<file path="config.mk">
export PLATFORM = sky130hd
export DESIGN_NAME = matrix_to_quaternion
export DESIGN_NICKNAME = d
export VERILOG_FILES = /design/src/mtq_pkg.sv /design/src/mtq_decode.sv /design/src/mtq_sqrt_stage.sv /design/src/mtq_div_stage.sv /design/src/mtq_pack.sv /design/src/matrix_to_quaternion.sv
export SDC_FILE = /design/constraint.sdc
export NUM_CORES = 2
export LEC_CHECK = 0
export BUFFER_PORTS_ARGS = -buffer_cell sky130_fd_sc_hd__buf_2
export CORE_MARGIN = 2
export CORE_UTILIZATION = 30
export DETAILED_ROUTE_END_ITERATION = 7
export PLACE_DENSITY = 0.46
export RECOVER_POWER = 25
export SLEW_MARGIN = 20
export SYNTH_ARGS = -nofsm -noshare
export SYNTH_HDL_FRONTEND = slang
export SYNTH_SLANG_ARGS = --single-unit
</file>
<file path="constraint.sdc">
create_clock -name clk -period 17.85 [get_ports clk]
set_input_delay 1.785 -clock clk [delete_from_list [all_inputs] [get_ports clk]]
set_output_delay 1.785 -clock clk [all_outputs]
set_load 0.01 [all_outputs]
</file>
<file path="src/mtq_pkg.sv">
// ----------------------------------------------------------------------------
// mtq_pkg
// Shared types and constants for the matrix to quaternion pipeline.
// ----------------------------------------------------------------------------
package mtq_pkg;

  localparam int FRAC_BITS   = 14;
  localparam int SQRT_STAGES = 8;   // two root iterations per stage
  localparam int DIV_STAGES  = 8;   // two quotient bits per stage
  localparam int LATENCY     = SQRT_STAGES + DIV_STAGES + 2;

  localparam logic [31:0] SQRT_BIT0 = 32'h4000_0000;

  typedef struct packed {
    logic             pos;
    logic [1:0]       idx;
    logic [2:0][17:0] d;
  } side_t;

  typedef struct packed {
    side_t       side;
    logic [31:0] n;
    logic [31:0] res;
    logic [31:0] rbit;
  } sqrt_t;

  typedef struct packed {
    side_t            side;
    logic [15:0]      s;
    logic [31:0]      dsh;
    logic [2:0][31:0] rem;
    logic [2:0][15:0] quo;
  } div_t;

endpackage

</file>
<file path="src/mtq_decode.sv">
// ----------------------------------------------------------------------------
// mtq_decode
// Trace test, pivot selection, root argument and numerator setup.
// ----------------------------------------------------------------------------
module mtq_decode import mtq_pkg::*; (
  input  logic               clk,
  input  logic               rst_n,
  input  logic               in_req,
  input  logic signed [15:0] m00, m01, m02, m10, m11, m12, m20, m21, m22,
  output logic               valid_r,
  output sqrt_t              data_r
);

  localparam logic signed [18:0] ONE = 19'sd1 <<< FRAC_BITS;

  function automatic logic signed [18:0] sx(input logic signed [15:0] v);
    sx = 19'(v);
  endfunction

  logic signed [18:0] trace, arg, arg_c;
  logic [1:0]         idx;
  side_t              side;
  sqrt_t              data_nxt;

  always_comb begin
    trace = sx(m00) + sx(m11) + sx(m22);
    idx = 2'd0;
    if (m11 > m00) idx = 2'd1;
    if (m22 > ((idx == 2'd1) ? m11 : m00)) idx = 2'd2;
    side.pos = trace > 19'sd0;
    side.idx = idx;
    if (side.pos) begin
      arg       = trace + ONE;
      side.d[0] = 18'(sx(m21) - sx(m12));
      side.d[1] = 18'(sx(m02) - sx(m20));
      side.d[2] = 18'(sx(m10) - sx(m01));
    end else begin
      case (idx)
        2'd1: begin
          arg       = sx(m11) - sx(m22) - sx(m00) + ONE;
          side.d[0] = 18'(sx(m02) - sx(m20));
          side.d[1] = 18'(sx(m21) + sx(m12));
          side.d[2] = 18'(sx(m01) + sx(m10));
        end
        2'd2: begin
          arg       = sx(m22) - sx(m00) - sx(m11) + ONE;
          side.d[0] = 18'(sx(m10) - sx(m01));
          side.d[1] = 18'(sx(m02) + sx(m20));
          side.d[2] = 18'(sx(m12) + sx(m21));
        end
        default: begin
          arg       = sx(m00) - sx(m11) - sx(m22) + ONE;
          side.d[0] = 18'(sx(m21) - sx(m12));
          side.d[1] = 18'(sx(m10) + sx(m01));
          side.d[2] = 18'(sx(m20) + sx(m02));
        end
      endcase
    end
    arg_c         = (arg < 19'sd0) ? 19'sd0 : arg;
    data_nxt.side = side;
    data_nxt.n    = {1'b0, arg_c[16:0], 14'd0};
    data_nxt.res  = 32'd0;
    data_nxt.rbit = SQRT_BIT0;
  end

  always_ff @(posedge clk) begin
    if (!rst_n) valid_r <= 1'b0;
    else        valid_r <= in_req;
    data_r <= data_nxt;
  end

endmodule

</file>
<file path="src/mtq_sqrt_stage.sv">
// ----------------------------------------------------------------------------
// mtq_sqrt_stage
// Two iterations of the digit-by-digit integer square root.
// ----------------------------------------------------------------------------
module mtq_sqrt_stage import mtq_pkg::*; (
  input  logic  clk,
  input  logic  rst_n,
  input  logic  valid_i,
  input  sqrt_t data_i,
  output logic  valid_r,
  output sqrt_t data_r
);

  sqrt_t a, b;

  function automatic sqrt_t iter(input sqrt_t v);
    sqrt_t o;
    o = v;
    if (v.n >= v.res + v.rbit) begin
      o.n   = v.n - (v.res + v.rbit);
      o.res = (v.res >> 1) + v.rbit;
    end else begin
      o.res = v.res >> 1;
    end
    o.rbit = v.rbit >> 2;
    iter = o;
  endfunction

  always_comb begin
    a = iter(data_i);
    b = iter(a);
  end

  always_ff @(posedge clk) begin
    if (!rst_n) valid_r <= 1'b0;
    else        valid_r <= valid_i;
    data_r <= b;
  end

endmodule

</file>
<file path="src/mtq_div_stage.sv">
// ----------------------------------------------------------------------------
// mtq_div_stage
// Two restoring division steps on the three numerator lanes.
// ----------------------------------------------------------------------------
module mtq_div_stage import mtq_pkg::*; (
  input  logic clk,
  input  logic rst_n,
  input  logic valid_i,
  input  div_t data_i,
  output logic valid_r,
  output div_t data_r
);

  div_t a, b;

  function automatic div_t step(input div_t v);
    div_t o;
    o = v;
    for (int l = 0; l < 3; l++) begin
      if (v.rem[l] >= v.dsh) begin
        o.rem[l] = v.rem[l] - v.dsh;
        o.quo[l] = {v.quo[l][14:0], 1'b1};
      end else begin
        o.quo[l] = {v.quo[l][14:0], 1'b0};
      end
    end
    o.dsh = v.dsh >> 1;
    step = o;
  endfunction

  always_comb begin
    a = step(data_i);
    b = step(a);
  end

  always_ff @(posedge clk) begin
    if (!rst_n) valid_r <= 1'b0;
    else        valid_r <= valid_i;
    data_r <= b;
  end

endmodule

</file>
<file path="src/mtq_pack.sv">
// ----------------------------------------------------------------------------
// mtq_pack
// Sign restore, saturation and component placement; output register.
// ----------------------------------------------------------------------------
module mtq_pack import mtq_pkg::*; (
  input  logic               clk,
  input  logic               rst_n,
  input  logic               valid_i,
  input  div_t               data_i,
  output logic               valid_r,
  output logic signed [15:0] q_w_r,
  output logic signed [15:0] q_x_r,
  output logic signed [15:0] q_y_r,
  output logic signed [15:0] q_z_r
);

  logic [2:0][15:0] lane;
  logic [15:0]      half;
  logic [3:0][15:0] q_nxt;

  always_comb begin
    for (int l = 0; l < 3; l++) begin
      if (data_i.s == 16'd0)       lane[l] = 16'd0;
      else if (data_i.side.d[l][17]) begin
        lane[l] = data_i.quo[l][15] ? 16'h8000 : 16'(-data_i.quo[l]);
      end else begin
        lane[l] = data_i.quo[l][15] ? 16'h7fff : data_i.quo[l];
      end
    end
    half = data_i.s >> 1;
    if (data_i.side.pos) begin
      q_nxt = {lane[2], lane[1], lane[0], half};
    end else begin
      case (data_i.side.idx)
        2'd1:    q_nxt = {lane[1], half, lane[2], lane[0]};
        2'd2:    q_nxt = {half, lane[2], lane[1], lane[0]};
        default: q_nxt = {lane[2], lane[1], half, lane[0]};
      endcase
    end
  end

  always_ff @(posedge clk) begin
    if (!rst_n) valid_r <= 1'b0;
    else        valid_r <= valid_i;
    q_w_r <= q_nxt[0];
    q_x_r <= q_nxt[1];
    q_y_r <= q_nxt[2];
    q_z_r <= q_nxt[3];
  end

endmodule

</file>
<file path="src/matrix_to_quaternion.sv">
// ----------------------------------------------------------------------------
// matrix_to_quaternion
// Rotation matrix (Q2.14) to quaternion (Q2.14), Shepperd's method.
// ----------------------------------------------------------------------------
// Usage:
//   Drive the nine elements on in_m* and raise start; the request is taken
//   at any edge with start high and busy low. busy is always low: the
//   pipeline takes one matrix every cycle.
//   Each result appears on out_q_* for one cycle with out_valid high, in
//   request order.
//   Latency: 1 decode stage, 8 root stages (two iterations each),
//   8 divide stages (two quotient bits each), 1 output stage.
//   Throughput: one matrix per cycle.
//   Reset clears all stage valid bits; requests in flight are dropped.
//   The receiver cannot stall; results must be taken when shown.
// ----------------------------------------------------------------------------
module matrix_to_quaternion import mtq_pkg::*; (
  input  logic               clk,
  input  logic               rst_n,
  input  logic               start,
  output logic               busy,
  input  logic signed [15:0] in_m00, in_m01, in_m02,
  input  logic signed [15:0] in_m10, in_m11, in_m12,
  input  logic signed [15:0] in_m20, in_m21, in_m22,
  output logic               out_valid,
  output logic signed [15:0] out_q_w,
  output logic signed [15:0] out_q_x,
  output logic signed [15:0] out_q_y,
  output logic signed [15:0] out_q_z
);

  logic  sq_v [SQRT_STAGES+1];
  sqrt_t sq_d [SQRT_STAGES+1];
  logic  dv_v [DIV_STAGES+1];
  div_t  dv_d [DIV_STAGES+1];

  assign busy = 1'b0;

  mtq_decode u_decode (
    .clk, .rst_n, .in_req(start && !busy),
    .m00(in_m00), .m01(in_m01), .m02(in_m02),
    .m10(in_m10), .m11(in_m11), .m12(in_m12),
    .m20(in_m20), .m21(in_m21), .m22(in_m22),
    .valid_r(sq_v[0]), .data_r(sq_d[0])
  );

  for (genvar g = 0; g < SQRT_STAGES; g++) begin : g_sqrt
    mtq_sqrt_stage u_st (
      .clk, .rst_n, .valid_i(sq_v[g]), .data_i(sq_d[g]),
      .valid_r(sq_v[g+1]), .data_r(sq_d[g+1])
    );
  end

  // divisor 2s aligned to quotient bit 15; numerator |d|<<14 plus s for rounding
  always_comb begin
    logic [15:0] s;
    logic [16:0] mag;
    s = sq_d[SQRT_STAGES].res[15:0];
    dv_v[0]      = sq_v[SQRT_STAGES];
    dv_d[0].side = sq_d[SQRT_STAGES].side;
    dv_d[0].s    = s;
    dv_d[0].dsh  = {s, 16'd0};
    for (int l = 0; l < 3; l++) begin
      mag = sq_d[SQRT_STAGES].side.d[l][17] ? 17'(-sq_d[SQRT_STAGES].side.d[l])
                                             : sq_d[SQRT_STAGES].side.d[l][16:0];
      dv_d[0].rem[l] = {1'b0, mag, 14'd0} + {16'd0, s};
      dv_d[0].quo[l] = 16'd0;
    end
  end

  for (genvar g = 0; g < DIV_STAGES; g++) begin : g_div
    mtq_div_stage u_st (
      .clk, .rst_n, .valid_i(dv_v[g]), .data_i(dv_d[g]),
      .valid_r(dv_v[g+1]), .data_r(dv_d[g+1])
    );
  end

  mtq_pack u_pack (
    .clk, .rst_n, .valid_i(dv_v[DIV_STAGES]), .data_i(dv_d[DIV_STAGES]),
    .valid_r(out_valid),
    .q_w_r(out_q_w), .q_x_r(out_q_x), .q_y_r(out_q_y), .q_z_r(out_q_z)
  );

endmodule

</file>
==> impl_metrics.yaml <==
flow_run:
  maxCapViolCount: 0
worst_setup_path:
  critPathArrivalTime_ns: 9.13
  crit_required_ns: 18.59
  crit_top_cell: "o21ai_0"
  worstSetupStartpointType: "flop"
  critical_path_buf_inv_count: 1
  worstSetupPathType: "flop to flop"
  critPathTopFamily: "compound AO/OA/AOI/OAI gates"
  slowest_delay_ns: 0.62
  end_kind: "flop"
  critPathSlowestCell: "dfxtp_1"
  critPathMaxFanout: 17
power_and_ir_drop:
  pwr_density_cell_nw_per_um2: 233
  power.switching_mw: 12.8
  intPower_mw: 15.2
  switching_share_pct: 45.7
  clock_power_share_pct: 14.9
  ir_drop_mv: 0.116
  leakagePower_nw: 52.8
  pwr-share-seq_pct: 23.6
  pwr-share-comb_pct: 61.5
grt:
  track_usage_pct: 17.7
  grt_max_degree: 65
  antenna_found_initial: 11
  grt_pass1_wl_um: 499000
  grt_pass1_vias: 84341
  grt.overflow.total: 0
routing:
  dr.pass1.iters: 6
  drtIter0Drc: 4795
  viasPerCell: 4.96
  drcViolationCount: 0
  via_count: 86909
  drt_wl_total_um: 327000
  antenna_left: 0
  avgRoutedWirePerCell_um: 18.7
yosys:
  syn-cell-area_um2: 107000
  syn_avg_cell_area_um2: 8.59
  synth_edf_count: 0
  synthArstFlopShare_pct: 0
  netlist_instances: 12413
  ys.flop_type: "dfxtp_1"
  ys_seq_area_share_pct: 31.4
  yosysWarnings: 0
  synth_cell_type_count: 110
  ys_ff_latch: 1673
finish:
  drive_gt1_share_pct: 8.31
  syn_to_final_growth_pct: 12.7
  multi_input_area_um2: 69200
  fillers: 36704
  fin_nets: 14002
  utilization_pct: 34.0
  register_area_um2: 33500
  final_cells: 17522
  stdcell_area_um2: 120000
cts:
  numCtsBuffers: 192
  cts_setup_buffers: 0
  htreeDepth: 4
  cts_tree: "yes"
  ctsHoldBuffers: 0
  clk_path_buf_depth: 4
  insertion_delay_ns: 0.90
  clk_pin_slew_ns: 0.07
  cts.sinks: 1673
  postCtsResizedCells: 0
  clockRootBuffer: "clkbuf_16"
die:
  die-width_um: 600
  io_pins: 213
  start_util_pct: 30.2
  core-area_um2: 353000
  rows: 218
  dieHeight_um: 600
  dieArea_um2: 360000
placed_design:
  io_buffers: 211
  dp.cells: 17162
  dpl-instance-area_um2: 113000
  gp_congestion: 0.899
  hpwl_um: 266000
sta:
  hold_viol: 0
  period_minus_slack_ns: 8.38
  max_freq_mhz: 119
  drv_slew: 0
  whs_ns: 0.298
  rsz0062_at_grt: "false"
  finalSetupTns_ns: 0
  fin_crit_sh_pct: 47.0
  finClkSkew_ns: 0.0644
  finalSetupViolCount: 0
  tightest_slew_ns: 1.06
  maxSlewHeadroom_pct: 28.9
status:
  status: "finished, final reports clean"
worst_hold_path:
  worst_hold_path_type: "flop to flop"
layer usage:
metal,track usage [%],up-vias,part of all wire (%)
met5,0,-,0.0034
met4,6.97,2,4.3
met3,1.77,484,3.1
met2,30.8,1556,47
met1,22.3,40033,45
li1,-,44834,-
metrics by stage:
| step | setup WS, ns | total power [mW] |
|---|---|---|
| 2_1_floorplan | 10.12 | 19.2 |
| 3_5_place_dp | 9.22 | 23.8 |
| 3_3_place_gp | 9.24 | 23.9 |
| 4_1_cts | 9.48 | 28.1 |
| 5_1_grt | 8.77 | 30.4 |
| 6_report | 9.47 | 27.9 |
Yosys cell counts (27+ instances only):
master / number / area (um^2)
o21a_1: 150 / 1130
a21oi_1: 921 / 4610
or2_2: 43 / 269
nand3b_1: 37 / 278
dfxtp_1: 1673 / 33500
o21ai_0: 753 / 3770
xnor2_1: 751 / 6580
xor2_1: 338 / 2960
o211ai_1: 50 / 375
ha_1: 1106 / 13800
nor3b_1: 44 / 330
nor2_1: 1065 / 4000
and3_1: 77 / 482
a31o_2: 28 / 245
nand2b_1: 180 / 1130
fa_1: 123 / 2460
a21boi_0: 65 / 488
a2111oi_0: 27 / 236
nand4_1: 167 / 1040
and4_1: 32 / 280
mux2_2: 261 / 2940
a211oi_1: 101 / 758
o22ai_1: 42 / 263
or4_1: 46 / 345
a221oi_1: 53 / 464
nor4_1: 137 / 857
nor3_1: 295 / 1480
or3_1: 103 / 644
and2_1: 80 / 500
inv_1: 721 / 2710
clkbuf_1: 250 / 938
o31a_1: 37 / 324
mux2i_1: 93 / 931
o21bai_1: 121 / 908
a21o_1: 386 / 2900
a31oi_1: 104 / 651
a211o_1: 27 / 236
o31ai_1: 111 / 833
nand2_1: 916 / 3440
buf_1: 32 / 120
nor2b_1: 181 / 1130
nand3_1: 222 / 1110
state kept, by name, summed over array words and instances, names as in the netlist:
name                 count
u_pack.valid_r           1
u_pack.q_y_r            16
g_div.u_st.valid_r       8
u_pack.q_z_r            16
u_pack.q_x_r            16
u_pack.q_w_r            16
g_sqrt.u_st.data_r     642
g_sqrt.u_st.valid_r      8
u_decode.valid_r         1
u_decode.data_r         71
g_div.u_st.data_r      878
worst register-to-register path: cells and delay by family (launching register included):
kind	cells	cell delay (ns)
compound gates	15	3.12
xor+xnor	1	0.19
fa+ha+maj	3	1.25
buf+inv	1	0.48
flops	1	0.62
mux	2	0.94
simple gates	6	1.62
power groups by stage:
stage	Combinational (mW)	Clock [mW]	Sequential, mW
final	17.2	4.18	6.58
after global routing	19.2	4.46	6.77
after CTS	17.2	4.32	6.60
after detailed placement	17.1	0	6.68
after global placement	17.2	0	6.69
after floorplan	13.1	0	6.09
worst paths after layout:
check                                                          to  slack [ns]                         startpoint  depth (start not counted)
worst min-delay path            g_div[7].u_st.data_r[246]$_DFF_P_        0.30  g_div[6].u_st.data_r[246]$_DFF_P_                          0
worst max register to register  g_div[0].u_st.data_r[104]$_DFF_P_        9.47  g_sqrt[7].u_st.data_r[47]$_DFF_P_                         28
worst max-delay path            g_div[0].u_st.data_r[104]$_DFF_P_        9.47  g_sqrt[7].u_st.data_r[47]$_DFF_P_                         28
worst min register to register  g_div[7].u_st.data_r[246]$_DFF_P_        0.30  g_div[6].u_st.data_r[246]$_DFF_P_                          0
cell type report:
| class | count | share of cell area, % |
|---|---|---|
| clock buffer | 253 | 4.52 |
| multi-input combinational | 9699 | 57.6 |
| inverter | 736 | 2.30 |
| clock inverter | 100 | 1.13 |
| antenna | 7 | 0.0146 |
| timing repair buffer | 324 | 1.59 |
| sequential | 1673 | 27.9 |
| tap | 4730 | 4.93 |
kinds of logic (layout without fill, tap and decap cells):
kind of cell	after synthesis	in the layout	share of synthesized area (%)
multiplexers	376	376	3.89
XOR/XNOR	1089	1089	8.95
AO/OA/AOI/OAI	3277	3277	19.6
buffers and inverters	1044	1413	3.73
adder cells (fa/ha/maj)	1229	1229	15.3
flip-flops	1673	1673	31.4
other	1	11	0.00352
AND/OR/NAND/NOR	3724	3724	17.1
placed cells by master, fill, tap and decap left out, types with 80 or more instances in the layout:
master,instances
dfxtp_1,1672
ha_1,1106
nor2_1,1062
a21oi_1,919
nand2_1,915
o21ai_0,753
xnor2_1,751
inv_1,720
a21o_1,386
xor2_1,338
nor3_1,293
mux2_2,261
nand3_1,222
buf_2,211
clkbuf_16,193
nor2b_1,181
nand2b_1,180
nand4_1,167
o21a_1,150
nor4_1,136
fa_1,123
o21bai_1,121
buf_4,113
o31ai_1,109
a31oi_1,104
or3_1,103
a211oi_1,100
mux2i_1,93
and2_1,80
Note: power is estimated with default switching activity, not from simulation.
